`src/hw/rtl/dhcp_pkg.sv`:
```
// Shared types and constants for the DHCP reply parser.
package dhcp_pkg;

  typedef struct packed {
    logic [7:0]  data_byte;
    logic        last_byte;
    logic [15:0] source_port;
    logic [31:0] source_ip;
  } in_t;

  typedef struct packed {
    logic [2:0]  status;
    logic [7:0]  message_type;
    logic [31:0] offered_ip;
    logic [31:0] server_addr;
    logic [31:0] subnet_mask;
    logic        mask_seen;
    logic [31:0] router_ip;
    logic        router_seen;
    logic [31:0] dns_ip;
    logic        dns_seen;
  } out_t;

  localparam logic [2:0] ST_ACCEPTED = 3'd0;
  localparam logic [2:0] ST_SHORT    = 3'd1;
  localparam logic [2:0] ST_XID      = 3'd2;
  localparam logic [2:0] ST_MAGIC    = 3'd3;
  localparam logic [2:0] ST_PORT     = 3'd4;

  localparam int HEADER_BYTES  = 240;
  localparam int XID_END_POS   = 7;
  localparam int OFFER_END_POS = 19;

  localparam logic [31:0] MAGIC_COOKIE = 32'h6382_5363;
  localparam logic [15:0] SERVER_PORT  = 16'd67;

  localparam logic [7:0] TAG_PAD     = 8'd0;
  localparam logic [7:0] TAG_SUBNET  = 8'd1;
  localparam logic [7:0] TAG_ROUTER  = 8'd3;
  localparam logic [7:0] TAG_DNS     = 8'd6;
  localparam logic [7:0] TAG_MSGTYPE = 8'd53;
  localparam logic [7:0] TAG_END     = 8'd255;

endpackage

```
`src/hw/rtl/dhcp_reply_parser.sv`:
```
// DHCP reply parser: header checks and option walk, one byte per cycle unless the output stalls.
// Throughput: one byte per cycle unless a full output register is stalled; it frees while being read.
// The result is registered and shows in the cycle after the transfer of the last byte.
// All work sits between the per-message state registers and the result register.
// Reset (rst, synchronous): clears the transaction id, message state and out_valid.
// Per-message state returns to its reset value after every last byte.
module dhcp_reply_parser #(
  parameter int OPTION_AREA_BYTES = 312
) (
  input  logic             clk,
  input  logic             rst,
  input  logic             in_valid,
  output logic             in_ready,
  input  dhcp_pkg::in_t    in_data,
  output logic             out_valid,
  input  logic             out_ready,
  output dhcp_pkg::out_t   out_data,
  input  logic             cfg_write_en,
  input  logic [31:0]      cfg_write_data
);
  import dhcp_pkg::*;

  // Message length and widths that follow from the option area size.
  localparam int TOTAL_BYTES = HEADER_BYTES + OPTION_AREA_BYTES;
  localparam int POS_W       = $clog2(TOTAL_BYTES + 1);
  localparam int OFF_W       = $clog2(OPTION_AREA_BYTES);
  localparam int NOS_W       = $clog2(OPTION_AREA_BYTES + 1);
  localparam int SUM_W       = $clog2(OPTION_AREA_BYTES + 257);

  typedef enum logic [3:0] {
    PH_TAG   = 4'b0001,
    PH_LEN   = 4'b0010,
    PH_VALUE = 4'b0100,
    PH_DONE  = 4'b1000
  } phase_t;

  // Configuration.
  logic [31:0] transaction_id;

  // Per-message state.
  logic [POS_W-1:0] pos, pos_next;
  logic [31:0]      hdr, hdr_next;
  logic             xid_ok, xid_ok_next;
  logic             magic_ok, magic_ok_next;
  logic             port_ok, port_ok_next;
  logic [31:0]      src, src_next;
  logic [31:0]      offered, offered_next;
  logic [NOS_W-1:0] nos, nos_next;
  phase_t           phase, phase_next;
  logic [7:0]       tag, tag_next;
  logic [2:0]       vcnt, vcnt_next;
  logic [31:0]      vshift, vshift_next;
  logic [7:0]       msg_type, msg_type_next;
  logic             type_pending, type_pending_next;
  logic [31:0]      mask, mask_next;
  logic             mask_seen, mask_seen_next;
  logic [31:0]      router, router_next;
  logic             router_seen, router_seen_next;
  logic [31:0]      dns, dns_next;
  logic             dns_seen, dns_seen_next;

  logic             accept;
  logic [OFF_W-1:0] off;
  logic [SUM_W-1:0] off1;
  logic [SUM_W-1:0] opt_end;
  logic [7:0]       b;
  out_t             res;

  assign in_ready = !out_valid || out_ready;
  assign accept   = in_valid && in_ready;
  assign b        = in_data.data_byte;
  assign opt_end  = SUM_W'(OPTION_AREA_BYTES);

  // Offset into the option area; meaningful only once pos has passed the header.
  assign off  = OFF_W'(pos - POS_W'(HEADER_BYTES));
  assign off1 = SUM_W'(off) + SUM_W'(1);

  always_comb begin
    pos_next          = pos;
    hdr_next          = hdr;
    xid_ok_next       = xid_ok;
    magic_ok_next     = magic_ok;
    port_ok_next      = port_ok;
    src_next          = src;
    offered_next      = offered;
    nos_next          = nos;
    phase_next        = phase;
    tag_next          = tag;
    vcnt_next         = vcnt;
    vshift_next       = vshift;
    msg_type_next     = msg_type;
    type_pending_next = type_pending;
    mask_next         = mask;
    mask_seen_next    = mask_seen;
    router_next       = router;
    router_seen_next  = router_seen;
    dns_next          = dns;
    dns_seen_next     = dns_seen;
    res               = '0;

    if (accept) begin
      // Sample the source address and port on the first byte.
      if (pos == '0) begin
        src_next     = in_data.source_ip;
        port_ok_next = (in_data.source_port == SERVER_PORT);
      end

      // Bytes past the option area are dropped; pos saturates.
      if (pos < POS_W'(TOTAL_BYTES)) begin
        hdr_next = {hdr[23:0], b};
        pos_next = pos + POS_W'(1);
        if (pos == POS_W'(XID_END_POS)) begin
          xid_ok_next = (hdr_next == transaction_id);
        end else if (pos == POS_W'(OFFER_END_POS)) begin
          offered_next = hdr_next;
        end else if (pos == POS_W'(HEADER_BYTES - 1)) begin
          magic_ok_next = (hdr_next == MAGIC_COOKIE);
        end else if (pos >= POS_W'(HEADER_BYTES)) begin
          // The byte right after an option 53 length is the message type.
          if (type_pending) begin
            msg_type_next     = b;
            type_pending_next = 1'b0;
          end
          case (phase)
            PH_TAG: begin
              if (off1 >= opt_end || b == TAG_END) begin
                phase_next = PH_DONE;
              end else if (b != TAG_PAD) begin
                tag_next   = b;
                phase_next = PH_LEN;
              end
            end
            PH_LEN: begin
              if (off1 + SUM_W'(b) > opt_end) begin
                phase_next = PH_DONE;
              end else begin
                nos_next    = NOS_W'(off1 + SUM_W'(b));
                vshift_next = '0;
                vcnt_next   = '0;
                if (tag == TAG_MSGTYPE) begin
                  if (off1 >= opt_end) begin
                    msg_type_next = '0;
                  end else begin
                    type_pending_next = 1'b1;
                  end
                end
                phase_next = (b == 8'd0) ? PH_TAG : PH_VALUE;
              end
            end
            PH_VALUE: begin
              // Only the first four value bytes matter.
              if (vcnt < 3'd4) begin
                vshift_next = {vshift[23:0], b};
                vcnt_next   = vcnt + 3'd1;
              end
              if (vcnt == 3'd3) begin
                if (tag == TAG_SUBNET) begin
                  mask_next      = vshift_next;
                  mask_seen_next = 1'b1;
                end else if (tag == TAG_ROUTER) begin
                  router_next      = vshift_next;
                  router_seen_next = 1'b1;
                end else if (tag == TAG_DNS) begin
                  dns_next      = vshift_next;
                  dns_seen_next = 1'b1;
                end
              end
              if (off1 >= SUM_W'(nos)) begin
                phase_next = PH_TAG;
              end
            end
            PH_DONE: begin
              phase_next = PH_DONE;
            end
            default: begin
              phase_next = PH_DONE;
            end
          endcase
        end
      end

      if (in_data.last_byte) begin
        // Status checks in priority order; a rejected reply shows only its status.
        if (pos_next < POS_W'(TOTAL_BYTES)) begin
          res.status = ST_SHORT;
        end else if (!xid_ok_next) begin
          res.status = ST_XID;
        end else if (!magic_ok_next) begin
          res.status = ST_MAGIC;
        end else if (!port_ok_next) begin
          res.status = ST_PORT;
        end else begin
          res.status       = ST_ACCEPTED;
          res.message_type = msg_type_next;
          res.offered_ip   = offered_next;
          res.server_addr  = src_next;
          res.subnet_mask  = mask_next;
          res.mask_seen    = mask_seen_next;
          res.router_ip    = router_next;
          res.router_seen  = router_seen_next;
          res.dns_ip       = dns_next;
          res.dns_seen     = dns_seen_next;
        end

        // Clear the message state for the next reply.
        pos_next          = '0;
        hdr_next          = '0;
        xid_ok_next       = 1'b0;
        magic_ok_next     = 1'b0;
        port_ok_next      = 1'b0;
        src_next          = '0;
        offered_next      = '0;
        nos_next          = '0;
        phase_next        = PH_TAG;
        tag_next          = '0;
        vcnt_next         = '0;
        vshift_next       = '0;
        msg_type_next     = '0;
        type_pending_next = 1'b0;
        mask_next         = '0;
        mask_seen_next    = 1'b0;
        router_next       = '0;
        router_seen_next  = 1'b0;
        dns_next          = '0;
        dns_seen_next     = 1'b0;
      end
    end
  end

  // Transaction id register.
  always_ff @(posedge clk) begin
    if (rst) begin
      transaction_id <= '0;
    end else if (cfg_write_en) begin
      transaction_id <= cfg_write_data;
    end
  end

  // Message state.
  always_ff @(posedge clk) begin
    if (rst) begin
      pos          <= '0;
      hdr          <= '0;
      xid_ok       <= 1'b0;
      magic_ok     <= 1'b0;
      port_ok      <= 1'b0;
      src          <= '0;
      offered      <= '0;
      nos          <= '0;
      phase        <= PH_TAG;
      tag          <= '0;
      vcnt         <= '0;
      vshift       <= '0;
      msg_type     <= '0;
      type_pending <= 1'b0;
      mask         <= '0;
      mask_seen    <= 1'b0;
      router       <= '0;
      router_seen  <= 1'b0;
      dns          <= '0;
      dns_seen     <= 1'b0;
    end else begin
      pos          <= pos_next;
      hdr          <= hdr_next;
      xid_ok       <= xid_ok_next;
      magic_ok     <= magic_ok_next;
      port_ok      <= port_ok_next;
      src          <= src_next;
      offered      <= offered_next;
      nos          <= nos_next;
      phase        <= phase_next;
      tag          <= tag_next;
      vcnt         <= vcnt_next;
      vshift       <= vshift_next;
      msg_type     <= msg_type_next;
      type_pending <= type_pending_next;
      mask         <= mask_next;
      mask_seen    <= mask_seen_next;
      router       <= router_next;
      router_seen  <= router_seen_next;
      dns          <= dns_next;
      dns_seen     <= dns_seen_next;
    end
  end

  // Result register: load on the last byte, hold while stalled.
  always_ff @(posedge clk) begin
    if (rst) begin
      out_valid <= 1'b0;
    end else if (in_ready) begin
      out_valid <= accept && in_data.last_byte;
    end
  end

  always_ff @(posedge clk) begin
    if (accept && in_data.last_byte) begin
      out_data <= res;
    end
  end

endmodule

```
`config.mk`:
```
export PLATFORM = sky130hd
export DESIGN_NAME = dhcp_reply_parser
export DESIGN_NICKNAME = d
export VERILOG_FILES = /design/src/hw/rtl/dhcp_pkg.sv /design/src/hw/rtl/dhcp_reply_parser.sv
export SDC_FILE = /design/constraint.sdc
export NUM_CORES = 1
export LEC_CHECK = 0
export ABC_AREA = 1
export BUFFER_PORTS_ARGS = -buffer_cell sky130_fd_sc_hd__buf_2
export CAP_MARGIN = 30
export CORE_ASPECT_RATIO = 1.5
export CORE_MARGIN = 2
export CORE_UTILIZATION = 45
export DETAILED_ROUTE_END_ITERATION = 10
export SLEW_MARGIN = 0
export SYNTH_ARGS = -nofsm -noshare
export SYNTH_HDL_FRONTEND = slang
export SYNTH_SLANG_ARGS = --single-unit
```
`constraint.sdc`:
```
create_clock -name clk -period 13.35 [get_ports clk]
set_input_delay 0.6675 -clock clk [delete_from_list [all_inputs] [get_ports clk]]
set_output_delay 0.6675 -clock clk [all_outputs]
set_load 0.01 [all_outputs]
```
# --- After elaboration in Yosys (flattened, before gate mapping) ---
# Index checks and enable logic that the tools add are counted.
classes:
  order_cmp: 7
  bitwise: 5
  reduce_logical: 25
  mux: 156
  add_sub_neg: 5
  n_eq_ne: 24
op_table:
  columns: ["operator", "count"]
  rows:
  - ["32-bit 2-to-1 mux", 44]
  - ["8-bit 2-to-1 mux", 20]
  - ["9-bit 2-to-1 mux", 8]
  - ["32-bit one-hot mux with 2 select lines", 1]
  - ["1-bit 2-to-1 mux", 54]
  - ["24-bit 2-to-1 mux", 2]
  - ["4-bit 2-to-1 mux", 10]
  - ["32-bit by 31-bit == test with 1-bit output (second input constant)", 1]
  - ["32-bit == test", 1]
  - ["10-bit 2-to-1 mux", 3]
  - ["3-bit 2-to-1 mux", 10]
  - ["8-bit AND reduction", 3]
  - ["10-bit < comparator (second input constant)", 2]
  - ["9-bit AND reduction", 2]
  - ["16-bit by 7-bit == test with 1-bit output (second input constant)", 1]
  - ["4-bit one-hot mux with 3 select lines", 1]
  - ["10-bit by 1-bit adder with 10-bit output (second input constant)", 1]
  - ["10-bit by 8-bit adder with 10-bit output", 1]
  - ["9-bit by 1-bit adder with 10-bit output (second input constant)", 1]
  - ["10-bit by 3-bit == test with 1-bit output (second input constant)", 1]
  - ["10-bit by 5-bit == test with 1-bit output (second input constant)", 1]
  - ["10-bit by 8-bit == test with 1-bit output (second input constant)", 1]
  - ["10-bit by 8-bit greater-or-equal comparator with 1-bit output (second input constant)", 1]
  - ["10-bit by 9-bit greater-or-equal comparator with 1-bit output", 1]
  - ["33 further kinds", 51]
word_totals:
  out_inout_bits: 176
  input_bits: 94
  ff_bits: 472

# --- Longest topological paths before layout ---
# Gate-level depths: netlist of the first run.
depth:
  ltp_word: 13
  mapped_depth: 24
  depth_no_buf: 24

# --- Least setup slack after synthesis of the first run ---
# No wires, ideal clock.
synth_timing:
  path_kind: "in2reg"
  start: "input in_data[48] (netlist bit)"
  end: "register hdr[10]"
  setup_slack_ns: 2.917
  path_stages: 9
  setup_time_ns: 0.132
  path_buffers: 2
  arrival_time_ns: 10.301
  path_cell_list: "clkbuf_1 clkinv_1 nor2_1 inv_1 o21ai_0 clkinv_1 clkbuf_1 nand2_1 a21oi_1"
synth_via:
  elab_chain_cells: 2
synth_lines:
  columns: ["item", "line", "source"]
  rows:
  - ["from (decl)", "dhcp_reply_parser.sv:14", "input dhcp_pkg::in_t in_data,"]
  - ["2-bit nonzero test (no line)", null, null]
  - ["2-bit AND reduction (no line)", null, null]
  - ["to (signal assigned)", "dhcp_reply_parser.sv:264", "hdr <= hdr_next;"]
  - ["to (decl)", "dhcp_reply_parser.sv:42", "logic [31:0] hdr, hdr_next;"]
# Several ways; a longest one is shown, not always the timed one.
# A chain may end at the register's enable or synchronous reset.

# --- Worst setup path after layout of the first run ---
layout_timing:
  start: "register pos[4]"
  end: "register out_data[163] (netlist bit) (data pin)"
layout_via:
  elab_chain_cells: 12
layout_lines:
  columns: ["item", "line", "source"]
  rows:
  - ["from (decl)", "dhcp_reply_parser.sv:41", "logic [POS_W-1:0] pos, pos_next;"]
  - ["from (signal assigned)", "dhcp_reply_parser.sv:263", "pos <= pos_next;"]
  - ["parallel branches: the longest is 12 deep, another holds 9-bit by 1-bit adder with 10-bit output", null, null]
  - ["to (signal assigned)", "dhcp_reply_parser.sv:297", "out_data <= res;"]
  - ["to (decl)", "dhcp_reply_parser.sv:17", "output dhcp_pkg::out_t out_data,"]
# Parallel ways; which one is timed is not known. The select of a mux whose other input is x is not followed.

==> flow_summary.json, run 1 <==
{
  "grt-ovfl-total": 0,
  "synth_top_area_share": 0.268,
  "vias": 19100,
  "yosysSeqAreaShare": 0.503,
  "fin_util": 0.521,
  "finalSetupViolations": 0,
  "hp-class": "primary input to flip-flop",
  "worst-setup-path-type": "flip-flop to flip-flop",
  "fin_skew_ps": 27.6,
  "holdWs_ps": 324,
  "yosys_warnings": 0,
  "p_leak_nw": 9.80,
  "reg2regPathDepth": 15,
  "core-area_sq_um": 48700,
  "period_share": 0.398,
  "die_w_microns": 186,
  "synth_cells": 2803,
  "gp_congestion": 0.841,
  "whs_path_depth": 3,
  "clkSinkCount": 472,
  "synth_ff_type": "dfxtp_1",
  "worst_ep_arrival_time_ps": 5720,
  "syn_avg_cell_area_sq_um": 7.93,
  "p_per_area_nw_per_um2": 121,
  "maxCapViolCount": 0,
  "drv_slew": 0,
  "synth_edf_count": 174,
  "antenna_found_initial": 2,
  "post-synth-top-count-cell": "nand2_1",
  "clk_latency_ps": 570,
  "drive_gt1_frac": 0.176,
  "cts_setup_buffers": 0,
  "ios": 270,
  "synthArstFlopShare": 0,
  "fin_crit_ps": 5310,
  "grt_first_pass_wirelength_mm": 98.8,
  "nets": 3099,
  "crit_required_ps": 13760,
  "synth_top_area_cell": "dfxtp_1",
  "irDropWorstVdd_uv": 102,
  "hpwl_mm": 42.8,
  "relSlewSlack": 0.312,
  "post_cts_resized": 0,
  "grt_max_degree": 177,
  "end_kind": "flip-flop",
  "die_height_microns": 276,
  "clkSlewWorstSetupHoldPaths_ps": 60,
  "grt_usage": 0.244,
  "grt_pass1_vias": 18400,
  "start_kind": "flip-flop",
  "hold_violations": 0,
  "synth.cell_area_sq_um": 22200,
  "tritoncts": "built",
  "synthToLayoutAreaGrowth_pct": 14.1,
  "ys_seq_elements": 472,
  "synth_nets": 2923,
  "ctsHoldBuffers": 0,
  "num_rows": 99,
  "rsz0062_at_grt": "no",
  "clockBufferDepth": 3,
  "fmax_ghz": 0.188,
  "synthTopCellsByArea": "dfxtp_1, edfxtp_1, nand2_1",
  "root_buffer": "clkbuf_16",
  "synth_common_cells": "nand2_1, dfxtp_1, a21oi_1, inv_1, nor2_1",
  "routedWlPerCell_microns": 17.2,
  "drtAntennaViolNets": 0,
  "crit_path_max_fanout": 101,
  "dr.pass1.iters": 6,
  "routed_wl_mm": 63.2,
  "yosysUniqueCellTypes": 44,
  "numCtsBuffers": 45,
  "worst_pin_slew_ps": 1030,
  "vias_per_cell": 5.21,
  "outcome": "finished clean",
  "numPortBuffers": 269,
  "initial_core_util": 0.457,
  "drt_iter0_drc": 1384,
  "htree_num_levels": 2,
  "dieArea_sq_um": 51300,
  "tns_ps": 0,
  "remaining_drc_errors": 0
}
-- final timing paths --
check / start / endpoint / slack [ps]
worst max register to register: pos[4]$_SDFFE_PP0P_ / out_data[163]$_SDFFCE_PP0P_ / 8040
worst min register to register: tag[6]$_SDFFE_PP0P_ / tag[6]$_SDFFE_PP0P_ / 460
worst min-delay path: cfg_write_data[5] / transaction_id[5]$_SDFFE_PP0P_ / 320
worst max-delay path: pos[4]$_SDFFE_PP0P_ / out_data[163]$_SDFFCE_PP0P_ / 8040
-- placed cells by master (no fill, tap or decap), types with 5 or more instances in the layout --
master     instances
nor3_1            12
edfxtp_1         174
and3_1            32
inv_1            253
buf_2            268
nand2_1          745
a21oi_1          272
xnor2_1           30
nand4_1           19
a211oi_1           8
ha_1              25
clkinv_1          11
nor4_1            11
o211ai_1          33
clkinv_2           7
o21ai_0          155
inv_2             10
dfxtp_1          297
nor2_2           108
xor2_1             5
clkbuf_1          17
nor2_1           225
clkbuf_16         48
nand2_2            7
clkbuf_8           6
o22ai_1           32
nand3_1           50
or2_2             38
o21a_1            63
buf_4             18
-- power by group --
part / leakage [nW] / internal, W / switching, W
registers: 3.89 / 0.00154 / 0.0000272
clock network: 0.710 / 0.000716 / 0.000553
logic: 5.21 / 0.0000735 / 0.000173
total: 9.80 / 0.00233 / 0.000753
-- registers in the layout, summed over array words and instances (netlist names), 10 cells and up --
name            count
src                32
router             32
hdr                24
out_data          174
vshift             32
mask               32
pos                10
transaction_id     32
dns                32
offered            32
-- worst max-delay path, cell delays in order (launching register included) --
cell	delay, ps
dfxtp_1	400
inv_1	200
ha_1	180
inv_1	50
nor2_2	150
nand3_2	710
inv_2	880
nand4_1	180
a21boi_1	180
clkinv_1	120
nand3_1	110
nor2_4	130
buf_4	350
nand2_8	580
buf_4	560
a21oi_1	230
-- per-layer routing --
metal,global-route usage,vias up,wire length (microns)
met5,0,-,12
met4,0.111,2,2970
met3,0.0269,126,2750
met2,0.435,485,32800
met1,0.291,9044,24700
li1,-,9465,-
-- metrics by stage --
| step | area, sq um | total power (W) | setup WS, ps | std cells |
|---|---|---|---|---|
| 6_report | 25400 | 0.00308 | 8040 | 3673 |
| 2_1_floorplan | 22200 | 0.00175 | 2920 | 2803 |
| 3_5_place_dp | 23900 | 0.00185 | 8030 | 3588 |
| 3_3_place_gp | 23800 | 0.00184 | 8130 | 3585 |
| 4_1_cts | 25400 | 0.00311 | 8010 | 3672 |
| 5_1_grt | 25400 | 0.00319 | 7650 | 3673 |
-- cell type report --
class	instances	area, sq um
fill	4671	23300
sequential	472	11200
multi-input combinational	1898	9300
timing repair buffer	291	1590
clock buffer	72	1360
inverter	271	1020
tap	656	821
clock inverter	12	85.1
antenna	1	2.50
-- logic make-up after synthesis --
kind of cell	Yosys count	synth area share
fa+ha+maj	26	0.0150
buf+inv	433	0.0807
flops	472	0.503
compound gates	575	0.144
xor+xnor	35	0.0138
simple gates	1262	0.243
Power figures use the tool's default switching activity.
==> inputs of run 2 (changes only) <==
Settings changed: PLACE_DENSITY set to 0.67.
Clock period 13.35 ns to 4.6 ns, I/O delays scaled along.
==> flow_summary.json, run 2 (synthesis gave the netlist of run 1 again) <==
{
  "outcome": "finished clean",
  "clockBufferDepth": 3,
  "end_kind": "flip-flop",
  "hpwl_mm": 43.0,
  "crit_path_max_fanout": 64,
  "synthToLayoutAreaGrowth_pct": 16.1,
  "grt_pass1_vias": 18900,
  "stdcell_area_sq_um": 25800,
  "dieArea_sq_um": 51300,
  "numPortBuffers": 269,
  "place_inst": 3595,
  "p_leak_nw": 9.99,
  "hold_violations": 0,
  "grt_usage": 0.245,
  "core-area_sq_um": 48700,
  "setup_ws_ps": 988,
  "finalSetupViolations": 0,
  "tritoncts": "built",
  "nets": 3140,
  "pre_cts_ws_ps": 1040,
  "routedWlPerCell_microns": 17.0,
  "drtAntennaViolNets": 0,
  "vias": 19500,
  "critPathLaunch": "pos[4]$_SDFFE_PP0P_",
  "met2_length_mm": 32.4,
  "met3_wirelength_mm": 3.11,
  "clkSlewWorstSetupHoldPaths_ps": 70,
  "root_buffer": "clkbuf_16",
  "numCtsBuffers": 46,
  "worst_pin_slew_ps": 1050,
  "drive_gt1_frac": 0.177,
  "fin_cells": 3713,
  "clkSinkCount": 472,
  "wl_met1_mm": 24.4,
  "fin_skew_ps": 41.4,
  "routed.top_layer": "met5",
  "maxCapViolCount": 0,
  "largest_register_ffs": 174,
  "num_rows": 99,
  "period_share": 0.785,
  "place_area_sq_um": 24000,
  "min_from": "in_data[12]",
  "irDropWorstVdd_uv": 243,
  "worst-setup-path-type": "flip-flop to flip-flop",
  "fill_cells": 4589,
  "die_w_microns": 186,
  "drt_iter0_drc": 1267,
  "grt_first_pass_wirelength_mm": 99.7,
  "r2r-start": "pos[4]$_SDFFE_PP0P_",
  "cts_setup_buffers": 0,
  "hp-class": "primary input to flip-flop",
  "ios": 270,
  "top_register": "out_data",
  "gp_congestion": 0.884,
  "fmax_ghz": 0.277,
  "p_per_area_nw_per_um2": 355,
  "die_height_microns": 276,
  "vias_per_cell": 5.24,
  "remaining_drc_errors": 0,
  "antenna_found_initial": 3,
  "drv_slew": 0,
  "grt_max_degree": 177,
  "grt-ovfl-total": 0,
  "routed_wl_mm": 63.3,
  "start_kind": "flip-flop",
  "relSlewSlack": 0.290,
  "final_common_cell": "nand2_1",
  "initial_core_util": 0.457,
  "worst_ep_arrival_time_ps": 4070,
  "fin_crit_ps": 3610,
  "rsz0062_at_grt": "no",
  "crit_required_ps": 5060,
  "tns_ps": 0,
  "final_cell_mix": "nand2_1, dfxtp_1, a21oi_1, buf_2, inv_1",
  "dr.pass1.iters": 5,
  "clk_latency_ps": 580,
  "htree_num_levels": 2
}
## run 2: changes by cell type in the layout (fill, tap and decap cells not counted), sizes merged
cell	previous run	this run
clkinv	18	24
clkinvlp	0	4
buf	291	299
inv	264	265
dlygate4sd3	0	32
bufinv	1	6
clkbuf	72	56
## run 2: cell type report
class	instances	area [sq um]	area share
inverter	271	1020	0.0394
timing repair buffer	331	1980	0.0765
tap	656	821	0.0318
clock inverter	28	309	0.0120
clock buffer	56	1200	0.0464
sequential	472	11200	0.433
antenna	1	2.50	0.0000969
multi-input combinational	1898	9300	0.360
## run 2: through the flow
step	total power [W]	hold slack, ps	util
2_1_floorplan	0.00505	365	-
3_3_place_gp	0.00535	446	0.492
3_5_place_dp	0.00537	454	0.492
4_1_cts	0.00922	8.97	0.530
5_1_grt	0.00948	45.1	0.530
6_report	0.00917	27.8	0.530
## run 2: worst max-delay path, stage by stage, from the launching register on
cell and delay, ps:
dfxtp_1 470, inv_1 180, ha_1 390, nand3_1 100, nor2_1 90, nand3_1 90, nand2_1 90, inv_1 70
ha_1 320, a21oi_1 160, nand2_1 60, a21oi_1 160, nand3_1 90, nand2_1 110, nand2_1 60, nand2_1 80
nand3_1 80, nand3_2 90, buf_4 510, nand2_1 120, nand2_1 100, nor2_1 60
## run 2: timing repair
| action | 4_1_cts | 5_1_grt |
|---|---|---|
| gates resized for setup | 0 | 0 |
| endpoints found under the hold margin | 32 | 0 |
| hold buffers | 32 | 0 |
## run 2: layer usage
layer,global-route usage,vias to the layer above
met5,0,-
met4,0.125,4
met3,0.0275,166
met2,0.440,578
met1,0.282,9161
li1,-,9546
## run 2: power by group
group	internal [W]	switching, W	leakage [nW]
Combinational	0.000239	0.000518	5.38
Clock	0.00220	0.00167	0.726
Sequential	0.00447	0.0000736	3.88
## run 2: path summary, 6_finish.rpt
kind / endpoint / slack, ps / cells past startpoint
worst max register to register: vshift[21]$_SDFFE_PP0P_ / 990 / 21
worst min-delay path: src[12]$_SDFFE_PP0P_ / 30 / 5
worst min register to register: src[30]$_SDFFE_PP0P_ / 460 / 2
worst max-delay path: vshift[21]$_SDFFE_PP0P_ / 990 / 21
